--- config.mk ---
export PLATFORM = sky130hd
export DESIGN_NAME = nmea_sentence_field_parser
export DESIGN_NICKNAME = d
export VERILOG_FILES = /design/src/sv/nsfp_pkg.sv /design/src/sv/nsfp_header_fsm.sv /design/src/sv/nsfp_body_ctrl.sv /design/src/sv/nsfp_field_acc.sv /design/src/sv/nmea_sentence_field_parser.sv
export SDC_FILE = /design/constraint.sdc
export NUM_CORES = 1
export LEC_CHECK = 0
export ABC_AREA = 1
export BUFFER_PORTS_ARGS = -buffer_cell sky130_fd_sc_hd__buf_2
export CAP_MARGIN = 20
export CORE_MARGIN = 4
export CORE_UTILIZATION = 63
export CTS_BUF_LIST = sky130_fd_sc_hd__clkbuf_4
export DETAILED_ROUTE_END_ITERATION = 7
export GPL_ROUTABILITY_DRIVEN = 1
export GPL_TIMING_DRIVEN = 0
export PLACE_DENSITY = 0.83
export SLEW_MARGIN = 20
export SYNTH_ARGS = -nofsm -noshare
export SYNTH_HDL_FRONTEND = slang
export SYNTH_SLANG_ARGS = --single-unit
--- constraint.sdc ---
create_clock -name clk -period 3.45 [get_ports clk]
set_clock_uncertainty 0.2 [all_clocks]
set_input_delay 0.1725 -clock clk [delete_from_list [all_inputs] [get_ports clk]]
set_output_delay 0.1725 -clock clk [all_outputs]
set_load 0.01 [all_outputs]
--- src/sv/nsfp_pkg.sv ---
// Package for the NMEA sentence field parser: character codes, limits,
// register defaults and the types shared between the parser modules.
// No dependencies.
package nsfp_pkg;

  // body limits
  localparam int MAX_BODY_BYTES  = 256;
  localparam int MAX_FIELD_COUNT = 63;
  localparam int BODY_LEN_W      = $clog2(MAX_BODY_BYTES + 1);
  localparam int FIELD_W         = 6;
  localparam int COMMA_W         = 6;
  localparam int CFG_IDX_W       = 3;

  // mantissa magnitude and its saturation point
  localparam int MAG_W = 31;
  localparam logic [MAG_W-1:0] MAG_LIMIT      = {MAG_W{1'b1}};
  localparam logic [MAG_W-1:0] MAG_TENTH      = MAG_LIMIT / 10;
  localparam logic [3:0]       MAG_LAST_DIGIT = 4'(MAG_LIMIT % 10);
  localparam logic [3:0]       FRAC_MAX       = 4'd15;

  // character codes
  localparam logic [7:0] CH_DOLLAR = 8'h24;
  localparam logic [7:0] CH_COMMA  = 8'h2C;
  localparam logic [7:0] CH_STAR   = 8'h2A;
  localparam logic [7:0] CH_MINUS  = 8'h2D;
  localparam logic [7:0] CH_POINT  = 8'h2E;
  localparam logic [7:0] CH_ZERO   = 8'h30;
  localparam logic [7:0] CH_NINE   = 8'h39;
  localparam logic [7:0] CH_A      = 8'h41;
  localparam logic [7:0] CH_C      = 8'h43;
  localparam logic [7:0] CH_G      = 8'h47;
  localparam logic [7:0] CH_L      = 8'h4C;
  localparam logic [7:0] CH_M      = 8'h4D;
  localparam logic [7:0] CH_P      = 8'h50;
  localparam logic [7:0] CH_R      = 8'h52;
  localparam logic [7:0] CH_S      = 8'h53;
  localparam logic [7:0] CH_T      = 8'h54;
  localparam logic [7:0] CH_V      = 8'h56;
  localparam logic [7:0] EMPTY_MARK = 8'hFF;

  // configuration register indexes
  localparam logic [CFG_IDX_W-1:0] CFG_RMC = 3'd0;
  localparam logic [CFG_IDX_W-1:0] CFG_VTG = 3'd1;
  localparam logic [CFG_IDX_W-1:0] CFG_GGA = 3'd2;
  localparam logic [CFG_IDX_W-1:0] CFG_GLL = 3'd3;

  // configuration defaults
  localparam logic [COMMA_W-1:0] RMC_COMMAS_RST = 6'd12;
  localparam logic [COMMA_W-1:0] VTG_COMMAS_RST = 6'd9;
  localparam logic [COMMA_W-1:0] GGA_COMMAS_RST = 6'd14;
  localparam logic [COMMA_W-1:0] GLL_COMMAS_RST = 6'd7;

  typedef enum logic [2:0] {
    ST_RMC = 3'd0,
    ST_VTG = 3'd1,
    ST_GGA = 3'd2,
    ST_GSA = 3'd3,
    ST_GSV = 3'd4,
    ST_GLL = 3'd5
  } sent_type_t;

  typedef enum logic [3:0] {
    HS_IDLE,
    HS_DOLLAR,
    HS_G,
    HS_GP,
    HS_GPR,
    HS_GPV,
    HS_GPG,
    HS_GPRM,
    HS_GPVT,
    HS_GPGG,
    HS_GPGS,
    HS_GPGL,
    HS_BODY
  } hdr_state_t;

  typedef struct packed {
    logic [COMMA_W-1:0] rmc;
    logic [COMMA_W-1:0] vtg;
    logic [COMMA_W-1:0] gga;
    logic [COMMA_W-1:0] gll;
  } cfg_commas_t;

  // decisions of the body control for one character
  typedef struct packed {
    logic               emit;
    logic               last;
    logic               ok;
    logic               leave;
    logic               clear_field;
    logic               take;
    logic [FIELD_W-1:0] field_number;
  } body_ctl_t;

  // contents of the field being collected
  typedef struct packed {
    logic [MAG_W-1:0] mag;
    logic             neg;
    logic [3:0]       frac;
    logic [7:0]       first;
    logic             nonempty;
    logic             ovf;
  } field_val_t;

endpackage

--- src/sv/nsfp_header_fsm.sv ---
// Header matcher: tracks $GPxxx recognition and body occupancy and holds
// the sentence type. Depends on nsfp_pkg.
module nsfp_header_fsm import nsfp_pkg::*; (
  input  logic       clk,
  input  logic       rst,
  input  logic       step,
  input  logic [7:0] c,
  input  logic       body_leave,
  output logic       in_body,
  output sent_type_t cur_type
);

  hdr_state_t state, state_next;
  sent_type_t type_next;

  // next state and type
  always_comb begin
    state_next = state;
    type_next  = cur_type;
    if (step) begin
      unique case (state)
        HS_IDLE:   if (c == CH_DOLLAR) state_next = HS_DOLLAR;
        HS_DOLLAR: state_next = (c == CH_G) ? HS_G : HS_IDLE;
        HS_G:      state_next = (c == CH_P) ? HS_GP : HS_IDLE;
        HS_GP: begin
          priority if (c == CH_R) state_next = HS_GPR;
          else if (c == CH_V)     state_next = HS_GPV;
          else if (c == CH_G)     state_next = HS_GPG;
          else                    state_next = HS_IDLE;
        end
        HS_GPR:    state_next = (c == CH_M) ? HS_GPRM : HS_IDLE;
        HS_GPV:    state_next = (c == CH_T) ? HS_GPVT : HS_IDLE;
        HS_GPG: begin
          priority if (c == CH_G) state_next = HS_GPGG;
          else if (c == CH_S)     state_next = HS_GPGS;
          else if (c == CH_L)     state_next = HS_GPGL;
          else                    state_next = HS_IDLE;
        end
        HS_GPRM: begin
          state_next = (c == CH_C) ? HS_BODY : HS_IDLE;
          if (c == CH_C) type_next = ST_RMC;
        end
        HS_GPVT: begin
          state_next = (c == CH_G) ? HS_BODY : HS_IDLE;
          if (c == CH_G) type_next = ST_VTG;
        end
        HS_GPGG: begin
          state_next = (c == CH_A) ? HS_BODY : HS_IDLE;
          if (c == CH_A) type_next = ST_GGA;
        end
        HS_GPGS: begin
          priority if (c == CH_A) begin
            state_next = HS_BODY;
            type_next  = ST_GSA;
          end else if (c == CH_V) begin
            state_next = HS_BODY;
            type_next  = ST_GSV;
          end else begin
            state_next = HS_IDLE;
          end
        end
        HS_GPGL: begin
          state_next = (c == CH_L) ? HS_BODY : HS_IDLE;
          if (c == CH_L) type_next = ST_GLL;
        end
        HS_BODY:   if (body_leave) state_next = HS_IDLE;
        default:   state_next = HS_IDLE;
      endcase
    end
  end

  // outputs
  always_comb begin
    in_body = (state == HS_BODY);
  end

  always_ff @(posedge clk) begin
    if (rst) begin
      state    <= HS_IDLE;
      cur_type <= ST_RMC;
    end else begin
      state    <= state_next;
      cur_type <= type_next;
    end
  end

endmodule

--- src/sv/nsfp_body_ctrl.sv ---
// Body control: comma and length counting, field emission, aborts and
// the sentence check at the star. Depends on nsfp_pkg.
module nsfp_body_ctrl import nsfp_pkg::*; (
  input  logic        clk,
  input  logic        rst,
  input  logic        step,
  input  logic [7:0]  c,
  input  sent_type_t  cur_type,
  input  cfg_commas_t cfg,
  output body_ctl_t   ctl
);

  logic                  in_fields;
  logic [FIELD_W-1:0]    field_counter;
  logic [BODY_LEN_W-1:0] body_length;

  logic [FIELD_W:0]   commas;
  logic [COMMA_W-1:0] want;
  logic               want_ok;
  logic               too_long;
  logic               too_many;

  // comma count check against the configured count for the type
  always_comb begin
    commas  = in_fields ? ({1'b0, field_counter} + 7'd1) : '0;
    want    = '0;
    want_ok = 1'b1;
    unique case (cur_type)
      ST_RMC:  want = cfg.rmc;
      ST_VTG:  want = cfg.vtg;
      ST_GGA:  want = cfg.gga;
      ST_GLL:  want = cfg.gll;
      default: want_ok = 1'b0;
    endcase
  end

  assign too_long = (body_length >= BODY_LEN_W'(MAX_BODY_BYTES));
  assign too_many = (field_counter >= FIELD_W'(MAX_FIELD_COUNT));

  // per-character decision
  always_comb begin
    ctl              = '0;
    ctl.field_number = field_counter;
    priority if (c == CH_STAR) begin
      ctl.emit  = 1'b1;
      ctl.last  = 1'b1;
      ctl.ok    = want_ok && (commas == {1'b0, want});
      ctl.leave = 1'b1;
    end else if (too_long) begin
      ctl.leave = 1'b1;
    end else if (c == CH_COMMA) begin
      priority if (!in_fields) begin
        ctl.clear_field = 1'b1;
      end else if (too_many) begin
        ctl.leave = 1'b1;
      end else begin
        ctl.emit        = 1'b1;
        ctl.clear_field = 1'b1;
      end
    end else begin
      ctl.take = in_fields;
    end
  end

  // body counters
  always_ff @(posedge clk) begin
    if (rst) begin
      in_fields     <= 1'b0;
      field_counter <= '0;
      body_length   <= '0;
    end else if (step) begin
      if (ctl.leave) begin
        in_fields     <= 1'b0;
        field_counter <= '0;
        body_length   <= '0;
      end else begin
        body_length <= body_length + BODY_LEN_W'(1);
        if (c == CH_COMMA) begin
          if (in_fields) field_counter <= field_counter + FIELD_W'(1);
          in_fields <= 1'b1;
        end
      end
    end
  end

endmodule

--- src/sv/nsfp_field_acc.sv ---
// Field accumulator: first character, sign, decimal magnitude with
// saturation and digits after the point. Depends on nsfp_pkg.
module nsfp_field_acc import nsfp_pkg::*; (
  input  logic       clk,
  input  logic       rst,
  input  logic       clear,
  input  logic       take,
  input  logic [7:0] c,
  output field_val_t fv
);

  logic             is_digit;
  logic [3:0]       digit;
  logic             sat;
  logic [MAG_W+3:0] mag_x10;
  logic             point_seen;

  assign is_digit = (c >= CH_ZERO) && (c <= CH_NINE);
  assign digit    = c[3:0];
  assign sat      = (fv.mag > MAG_TENTH) ||
                    ((fv.mag == MAG_TENTH) && (digit > MAG_LAST_DIGIT));
  // times ten as shift and add
  assign mag_x10  = ({4'b0, fv.mag} << 3) + ({4'b0, fv.mag} << 1)
                    + {{MAG_W{1'b0}}, digit};

  always_ff @(posedge clk) begin
    if (rst || clear) begin
      fv.mag      <= '0;
      fv.neg      <= 1'b0;
      fv.frac     <= '0;
      fv.first    <= EMPTY_MARK;
      fv.nonempty <= 1'b0;
      fv.ovf      <= 1'b0;
      point_seen  <= 1'b0;
    end else if (take) begin
      // first character and sign
      if (!fv.nonempty) begin
        fv.first <= c;
        if (c == CH_MINUS) fv.neg <= 1'b1;
      end
      fv.nonempty <= 1'b1;
      // digit accumulate
      if (is_digit) begin
        if (sat) begin
          fv.mag <= MAG_LIMIT;
          fv.ovf <= 1'b1;
        end else begin
          fv.mag <= mag_x10[MAG_W-1:0];
        end
        if (point_seen && (fv.frac < FRAC_MAX)) fv.frac <= fv.frac + 4'd1;
      end else if (c == CH_POINT) begin
        point_seen <= 1'b1;
      end
    end
  end

endmodule

--- src/sv/nmea_sentence_field_parser.sv ---
// NMEA sentence field parser top level: input beat register, config
// registers and result register. Depends on nsfp_pkg and the nsfp_* modules.
//
// Takes one received character per beat and gives one result beat for each
// completed field of a $GPRMC, $GPVTG, $GPGGA, $GPGSA, $GPGSV or $GPGLL
// sentence, the star closing the last field with sentence_end set. A new
// character is taken every clock cycle unless in_stall is high; it passes
// the input register and the parsing logic, and a field's result is held in
// the result register until taken. in_stall rises only while both the input
// and result registers are full and out_stall is high. The user must write
// the expected-comma registers through cfg_wr_en/cfg_index/cfg_data only
// while no sentence is in flight; the block itself does not enforce this.
module nmea_sentence_field_parser import nsfp_pkg::*; (
  input  logic                 clk,
  input  logic                 rst,
  // character input
  input  logic                 in_valid,
  output logic                 in_stall,
  input  logic [7:0]           rx_byte,
  // configuration writes
  input  logic                 cfg_wr_en,
  input  logic [CFG_IDX_W-1:0] cfg_index,
  input  logic [COMMA_W-1:0]   cfg_data,
  // field results
  output logic                 out_valid,
  input  logic                 out_stall,
  output logic [2:0]           sentence_type,
  output logic [FIELD_W-1:0]   field_number,
  output logic signed [31:0]   mantissa,
  output logic [3:0]           fraction_digits,
  output logic [7:0]           leading_char,
  output logic                 field_is_empty,
  output logic                 value_saturated,
  output logic                 sentence_end,
  output logic                 sentence_ok
);

  logic        in_q_valid;
  logic [7:0]  byte_q;
  logic        adv;
  logic        in_body;
  logic        body_step;
  sent_type_t  cur_type;
  cfg_commas_t cfg;
  body_ctl_t   ctl;
  field_val_t  fv;
  logic [31:0] mag_ext;

  // stage advance when the result register can take a beat
  assign adv      = in_q_valid && (!out_valid || !out_stall);
  assign in_stall = in_q_valid && !adv;

  // input beat register
  always_ff @(posedge clk) begin
    if (rst) begin
      in_q_valid <= 1'b0;
    end else if (in_valid && !in_stall) begin
      in_q_valid <= 1'b1;
    end else if (adv) begin
      in_q_valid <= 1'b0;
    end
  end

  always_ff @(posedge clk) begin
    if (in_valid && !in_stall) byte_q <= rx_byte;
  end

  // expected comma registers
  always_ff @(posedge clk) begin
    if (rst) begin
      cfg.rmc <= RMC_COMMAS_RST;
      cfg.vtg <= VTG_COMMAS_RST;
      cfg.gga <= GGA_COMMAS_RST;
      cfg.gll <= GLL_COMMAS_RST;
    end else if (cfg_wr_en) begin
      unique case (cfg_index)
        CFG_RMC: cfg.rmc <= cfg_data;
        CFG_VTG: cfg.vtg <= cfg_data;
        CFG_GGA: cfg.gga <= cfg_data;
        CFG_GLL: cfg.gll <= cfg_data;
        default: ;
      endcase
    end
  end

  nsfp_header_fsm u_hdr (
    .clk        (clk),
    .rst        (rst),
    .step       (adv),
    .c          (byte_q),
    .body_leave (ctl.leave),
    .in_body    (in_body),
    .cur_type   (cur_type)
  );

  assign body_step = adv && in_body;

  nsfp_body_ctrl u_body (
    .clk      (clk),
    .rst      (rst),
    .step     (body_step),
    .c        (byte_q),
    .cur_type (cur_type),
    .cfg      (cfg),
    .ctl      (ctl)
  );

  nsfp_field_acc u_field (
    .clk   (clk),
    .rst   (rst),
    .clear (body_step && (ctl.clear_field || ctl.leave)),
    .take  (body_step && ctl.take),
    .c     (byte_q),
    .fv    (fv)
  );

  // signed mantissa from magnitude and sign
  assign mag_ext = {1'b0, fv.mag};

  // result register
  always_ff @(posedge clk) begin
    if (rst) begin
      out_valid <= 1'b0;
    end else if (body_step && ctl.emit) begin
      out_valid <= 1'b1;
    end else if (!out_stall) begin
      out_valid <= 1'b0;
    end
  end

  always_ff @(posedge clk) begin
    if (body_step && ctl.emit) begin
      sentence_type   <= cur_type;
      field_number    <= ctl.field_number;
      mantissa        <= fv.neg ? -mag_ext : mag_ext;
      fraction_digits <= fv.frac;
      leading_char    <= fv.first;
      field_is_empty  <= !fv.nonempty;
      value_saturated <= fv.ovf;
      sentence_end    <= ctl.last;
      sentence_ok     <= ctl.ok;
    end
  end

endmodule
**Yosys cells after proc, flatten, opt, wreduce, memory -nomap -nowiden**

Index checks and enable logic that the tools add are counted.

- Register bits after elaboration: 161
- Logic and storage cells: 186

- Multiplexer cells: 56
- Reductions and logical operators: 42
- $lt $le $gt $ge: 7
- Eq/ne operators: 43
- Add/sub/neg operators: 7
- Bitwise operators: 2

Operator list:

| cell | number |
|---|---|
| == test 8 x 7 -> 1 bit (second input constant) | 10 |
| 2-to-1 mux 31 bit | 2 |
| 2-to-1 mux 4 bit | 14 |
| case mux 4 bit (13 select lines) | 1 |
| == test 8 x 6 -> 1 bit (second input constant) | 5 |
| negator 31 -> 32 bit | 1 |
| adder 31 bit | 1 |
| adder 31 x 4 -> 31 bit | 1 |
| == test 31 x 28 -> 1 bit (second input constant) | 1 |
| > comparator 31 x 28 -> 1 bit (second input constant) | 1 |
| 2-to-1 mux 3 bit | 8 |
| case mux 6 bit (4 select lines) | 1 |
| == test 4 bit (second input constant) | 5 |
| 2-to-1 mux 1 bit | 18 |
| 2-to-1 mux 6 bit | 3 |
| AND reduction 3 bit | 6 |
| == test 4 x 3 -> 1 bit (second input constant) | 4 |
| case mux 3 bit (5 select lines) | 1 |
| inequality test 2 x 1 -> 1 bit (second input constant) | 7 |
| AND reduction 2 bit | 7 |
| 2-to-1 mux 2 bit | 6 |
| logical AND 1 bit | 11 |
| adder 9 x 1 -> 9 bit (second input constant) | 1 |
| == test 3 x 2 -> 1 bit (second input constant) | 3 |
| 26 further kinds | 39 |

**Longest topological paths before layout**

- Depth after elaboration: 9
- Gate-level depth with buffers: 16

**Hierarchy**

From an unflattened synthesis, not the netlist that was laid out.

- Cell total of the unflattened synthesis: 1544
- Area, all modules: 10732.8 sq um

By module, submodules not included:

| module | area an instance (sq um) | cells each | times used |
|---|---|---|---|
| nsfp_field_acc | 4630.7 | 763 | 1 |
| nmea_sentence_field_parser | 4000.1 | 419 | 1 |
| nsfp_body_ctrl | 1302.5 | 212 | 1 |
| nsfp_header_fsm | 799.5 | 150 | 1 |

**Worst setup path before layout**

Ideal clock, no wire load.

- Kind: flip-flop to flip-flop
- Start: register byte_q[6]
- End: register field_is_empty, enable pin
- Library setup time: 411 ps
- Stages on the path, launching flop included: 8
- Path slack: 600 ps
- Data arrival time: 2239 ps
- Cells stage by stage: edfxtp_1 > nor2_1 > nand2_1 > nor2_2 > o21ai_1 > nor2_1 > nand2_1 > inv_1

- Word-level cells in the longest chain between the ends: 5
- Elaborated cells on any way between the ends: 6
- Those cells by class: 2 x eq/ne; 3 x mux; 1 x reduce/logical

RTL lines:

| item | RTL line | source |
|---|---|---|
| from (decl) | nmea_sentence_field_parser.sv:39 | `logic [7:0] byte_q;` |
| from (signal assigned) | nmea_sentence_field_parser.sv:65 | `if (in_valid && !in_stall) byte_q <= rx_byte;` |
| == test 8 x 6 -> 1 bit | nsfp_body_ctrl.sv:51 | `end else if (c == CH_COMMA) begin` |
| 2-to-1 mux 1 bit | nsfp_body_ctrl.sv:51 |  |
| 2-to-1 mux 1 bit | nsfp_body_ctrl.sv:49 | `end else if (too_long) begin` |
| 2-to-1 mux 1 bit (*) | nsfp_body_ctrl.sv:44 | `priority if (c == CH_STAR) begin` |
| logical AND 1 bit (*) | nmea_sentence_field_parser.sv:132 | `if (body_step && ctl.emit) begin` |
| to (signal assigned) | nmea_sentence_field_parser.sv:138 | `field_is_empty <= !fv.nonempty;` |
| to (decl) | nmea_sentence_field_parser.sv:32 | `output logic field_is_empty,` |

Mark *: on every way between the ends. The rest lies on a longest branch, timed or not.
A chain may end at the register's enable or synchronous reset.

**Final worst setup path**

- Start: register byte_q[3]
- End: register, netlist name u_field.fv[39]

- Word-level cells in the longest chain between the ends: 7
- Elaborated cells on any way between the ends: 21
- Those cells by class: 1 x add/sub; 3 x order compare; 2 x eq/ne; 7 x mux; 8 x reduce/logical

RTL lines:

| item |
|---|
| parallel branches: the longest is 7 deep, another holds adder 31 x 4 -> 31 bit |

Parallel ways; which one is timed is not known.

==> flow_summary.toml <==
[floorplanning]
num_rows = 46
fp.dieArea_um2 = 18400
die-width_um = 136
io-pin-count = 81
initial_core_utilization_pct = 64.4
fp.coreArea_um2 = 15900
die_y_um = 136

[logic_synthesis]
ys_seq_area_share_pct = 37.7
synth-main-ff-cell = "sky130_fd_sc_hd__dfxtp_1"
netlist_area_um2 = 10300
syn_inst = 1473
ys_async_sr_fraction_pct = 0
syn-mean-instance-area_um2 = 6.97
ys_types = 42
ys_ff_latch = 161
yosys_warnings = 0
number_of_flops_mapped_to_enable_cells_by_yosys = 65
synth_fp_nets = 1558

[global_routing]
number_of_global_route_vias_before_repair = 8704
number_of_antenna_violations_at_the_first_check_in_global_routing = 1
grt_start_max_net_pins = 43
globalRouteOverflowTotal = 0
grt_first_pass_wirelength_um = 40600
globalRouteTotalUtil_pct = 27.5

[routing]
drt-total-wl_um = 24900
detailedRoute.firstIterationViolations = 835
via_count = 9695
route.detailed.drc = 0
avgViaCountPerCell = 5.30
antenna_violating_nets_post_route = 0
wl_per_cell_um = 13.6
iteration_count_of_the_initial_detailed_routing_pass = 5

[timing]
final-hold-violation-count = 0
tightest_slew_ns = 0.682
total_of_endpoints_with_negative_setup_slack_in_the_final_report = 0
totalNegativeSetupSlack_ns = 0
maxClockFrequency_ghz = 0.326
timing.slew.headroom_pct = 54.0
final_min_period_over_clock_period_pct = 88.8
grt_setup_unrepaired = "no"
max_slew_violations = 0
final_period_minus_worst_setup_slack_ns = 3.06

[power]
vdd.ir_drop.worst_uv = 226
post-layout-total-power_w = 0.00337
total_leakage_power_nw = 5.80
power_per_cell_area_nw_per_um2 = 292

[worst_setup_path]
worstPathRequired_ns = 3.74
timing.critical_path.arrival_ns = 3.36
worst-r2r-setup-slack_ns = 0.39
endpoint_kind = "flop"
crit_fanout = 7
critPathLaunchType = "flop"
critical_path_class = "flop to flop"

[finish]
final_layout_size_suffix_gt1_share_pct = 9.18
area.growth.synth_to_final_pct = 12.3
final_stage_net_count = 1684
filler_cell_count = 1359

[clocking]
cts_max_path_buffers = 2
cts_tree = "yes"
clock-root-buffer = "sky130_fd_sc_hd__clkbuf_4"
cts_htree_levels = 4
post_cts.resized_instances = 0
clk_transition_reported_paths_ns = 0.15
clock_latency_of_the_later_clocked_register_in_the_worst_skew_pair_ns = 0.60
cts_made_buffers = 17
tritoncts_num_sinks = 161

[place]
routabilityCongestion = 0.939
detailed_place_hpwl_um = 19600
portBuffers = 79

[status]
run_status = "finished, final reports clean"

[min_path]
min-delay-path-class = "input pin to flop"

[run]
max-cap-violations = 0
## logic make-up after synthesis
family | Yosys count | share of synthesized area [%]
xor gates and xnor gates | 42 | 3.58
buffers and inverters | 254 | 9.49
adders and majority gates | 63 | 7.82
and+or+nand+nor | 772 | 31.7
AOI/OAI and AO/OA | 181 | 9.66
DFF | 161 | 37.7
## repair_timing
action	4_1_cts	5_1_grt
hold endpoints to repair	47	0
hold buffers	27	0
buffers inserted	0	0
## sequential cells by signal, summed over array words and instances, names as in the netlist
| signal | cells |
|---|---|
| u_field.fv | 46 |
| mantissa | 32 |
| cfg | 24 |
| u_body.body_length | 9 |
| byte_q | 8 |
| leading_char | 8 |
| field_number | 6 |
| u_body.field_counter | 6 |
| fraction_digits | 4 |
| u_hdr.state | 4 |
| sentence_type | 3 |
| u_hdr.cur_type | 3 |
| field_is_empty | 1 |
| in_q_valid | 1 |
| out_valid | 1 |
| sentence_end | 1 |
| sentence_ok | 1 |
| u_body.in_fields | 1 |
| u_field.point_seen | 1 |
| value_saturated | 1 |
## stage by stage
stage | worst slack, ns | cell area (um2) | hold WS (ns) | instances | util [%]
global route | 0.192 | 11500 | 0.0573 | 1829 | 72.3
floorplan | 0.600 | 10300 | 0.0714 | 1473 | -
finish | 0.385 | 11500 | 0.0787 | 1829 | 72.3
CTS | 0.426 | 11500 | 0.0450 | 1828 | 72.3
detailed placement | 0.480 | 11000 | 0.151 | 1769 | 68.7
global placement | -0.0434 | 10900 | 0.152 | 1768 | 68.6
## final cells by class
cell class / count / area (um2) / share of cell area (%)
multi-input cells: 1058 / 5420 / 47.0
flip-flops and latches: 161 / 3870 / 33.6
inverters: 234 / 878 / 7.62
clock inverters: 15 / 174 / 1.51
well taps: 216 / 270 / 2.34
repair buffers: 107 / 686 / 5.95
plain buffers: 20 / 96.3 / 0.836
diodes: 1 / 2.50 / 0.0217
clock buffers: 17 / 128 / 1.11
## per-layer routing
metal / up-vias / GRT usage (%) / wire (um)
met2: 339 / 43.0 / 11200
met4: 0 / 8.12 / 448
li1: 4980 / - / -
met1: 4338 / 39.4 / 11500
met3: 38 / 4.38 / 1760
met5: - / 0 / 0
## cells in the final DEF (no fill, tap or decap), types with 5 or more instances in the layout
cell	netlist	routed
sky130_fd_sc_hd__a21oi_1	75	75
sky130_fd_sc_hd__clkbuf_1	10	10
sky130_fd_sc_hd__and2_1	6	6
sky130_fd_sc_hd__nor2_1	195	195
sky130_fd_sc_hd__o21bai_1	5	5
sky130_fd_sc_hd__nand3_1	76	76
sky130_fd_sc_hd__nor3_1	21	21
sky130_fd_sc_hd__buf_2	8	87
sky130_fd_sc_hd__nand4_1	30	30
sky130_fd_sc_hd__o21ai_0	72	72
sky130_fd_sc_hd__dfxtp_1	96	96
sky130_fd_sc_hd__nand3b_1	15	15
sky130_fd_sc_hd__dlygate4sd3_1	0	27
sky130_fd_sc_hd__clkbuf_4	0	17
sky130_fd_sc_hd__nand2_1	412	412
sky130_fd_sc_hd__xor2_1	37	37
sky130_fd_sc_hd__inv_1	230	229
sky130_fd_sc_hd__xnor2_1	5	5
sky130_fd_sc_hd__ha_1	61	61
sky130_fd_sc_hd__a21oi_2	10	10
sky130_fd_sc_hd__o211ai_1	7	7
sky130_fd_sc_hd__o22ai_1	5	5
sky130_fd_sc_hd__edfxtp_1	65	65
## critical path, cell delays in order, from the launching register on
cell and delay, ns:
sky130_fd_sc_hd__edfxtp_1 0.41, sky130_fd_sc_hd__inv_1 0.17, sky130_fd_sc_hd__fa_1 0.58, sky130_fd_sc_hd__inv_1 0.08, sky130_fd_sc_hd__fa_1 0.49, sky130_fd_sc_hd__nand3_1 0.12
sky130_fd_sc_hd__nand3_1 0.19, sky130_fd_sc_hd__nand2_1 0.14, sky130_fd_sc_hd__nand2_1 0.09, sky130_fd_sc_hd__nand2_1 0.13, sky130_fd_sc_hd__nand3_1 0.09, sky130_fd_sc_hd__nand2_1 0.06
sky130_fd_sc_hd__nand2_1 0.06, sky130_fd_sc_hd__nor2_1 0.11, sky130_fd_sc_hd__nor2_1 0.04
## power breakdown
| part | switching (W) | internal [W] |
|---|---|---|
| Combinational | 0.000115 | 0.0000653 |
| Clock | 0.000725 | 0.000452 |
| Sequential | 0.0000207 | 0.00199 |
| Total | 0.000860 | 0.00251 |
## cells in the mapped netlist, types with 3 or more instances
| master | instances | share of area [%] |
|---|---|---|
| sky130_fd_sc_hd__ha_1 | 61 | 7.4 |
| sky130_fd_sc_hd__dfxtp_1 | 96 | 19 |
| sky130_fd_sc_hd__and2_1 | 6 | 0.37 |
| sky130_fd_sc_hd__nand2_1 | 412 | 15 |
| sky130_fd_sc_hd__edfxtp_1 | 65 | 19 |
| sky130_fd_sc_hd__o211ai_1 | 7 | 0.51 |
| sky130_fd_sc_hd__a21oi_1 | 75 | 3.7 |
| sky130_fd_sc_hd__nand3_1 | 76 | 3.7 |
| sky130_fd_sc_hd__buf_2 | 8 | 0.39 |
| sky130_fd_sc_hd__o22ai_1 | 5 | 0.30 |
| sky130_fd_sc_hd__nand4_1 | 30 | 1.8 |
| sky130_fd_sc_hd__o21ai_0 | 72 | 3.5 |
| sky130_fd_sc_hd__clkbuf_1 | 10 | 0.37 |
| sky130_fd_sc_hd__a21oi_2 | 10 | 0.85 |
| sky130_fd_sc_hd__nor3_1 | 21 | 1.0 |
| sky130_fd_sc_hd__nand3b_1 | 15 | 1.1 |
| sky130_fd_sc_hd__inv_1 | 230 | 8.4 |
| sky130_fd_sc_hd__nor2_1 | 195 | 7.1 |
| sky130_fd_sc_hd__nor2_4 | 3 | 0.33 |
| sky130_fd_sc_hd__o21bai_1 | 5 | 0.37 |
| sky130_fd_sc_hd__xnor2_1 | 5 | 0.43 |
| sky130_fd_sc_hd__xor2_1 | 37 | 3.2 |
## path summary, 6_finish.rpt
kind	from	to	depth (start not counted)
max	byte_q[3]$_DFFE_PP_	u_field.fv[39]$_SDFFE_PP0P_	14
max reg2reg	byte_q[3]$_DFFE_PP_	u_field.fv[39]$_SDFFE_PP0P_	14
min reg2reg	u_field.fv[6]$_SDFFE_PP1P_	leading_char[4]$_DFFE_PP_	0
min	rx_byte[7]	byte_q[7]$_DFFE_PP_	2
No activity file was read; power rests on OpenSTA's default activity.
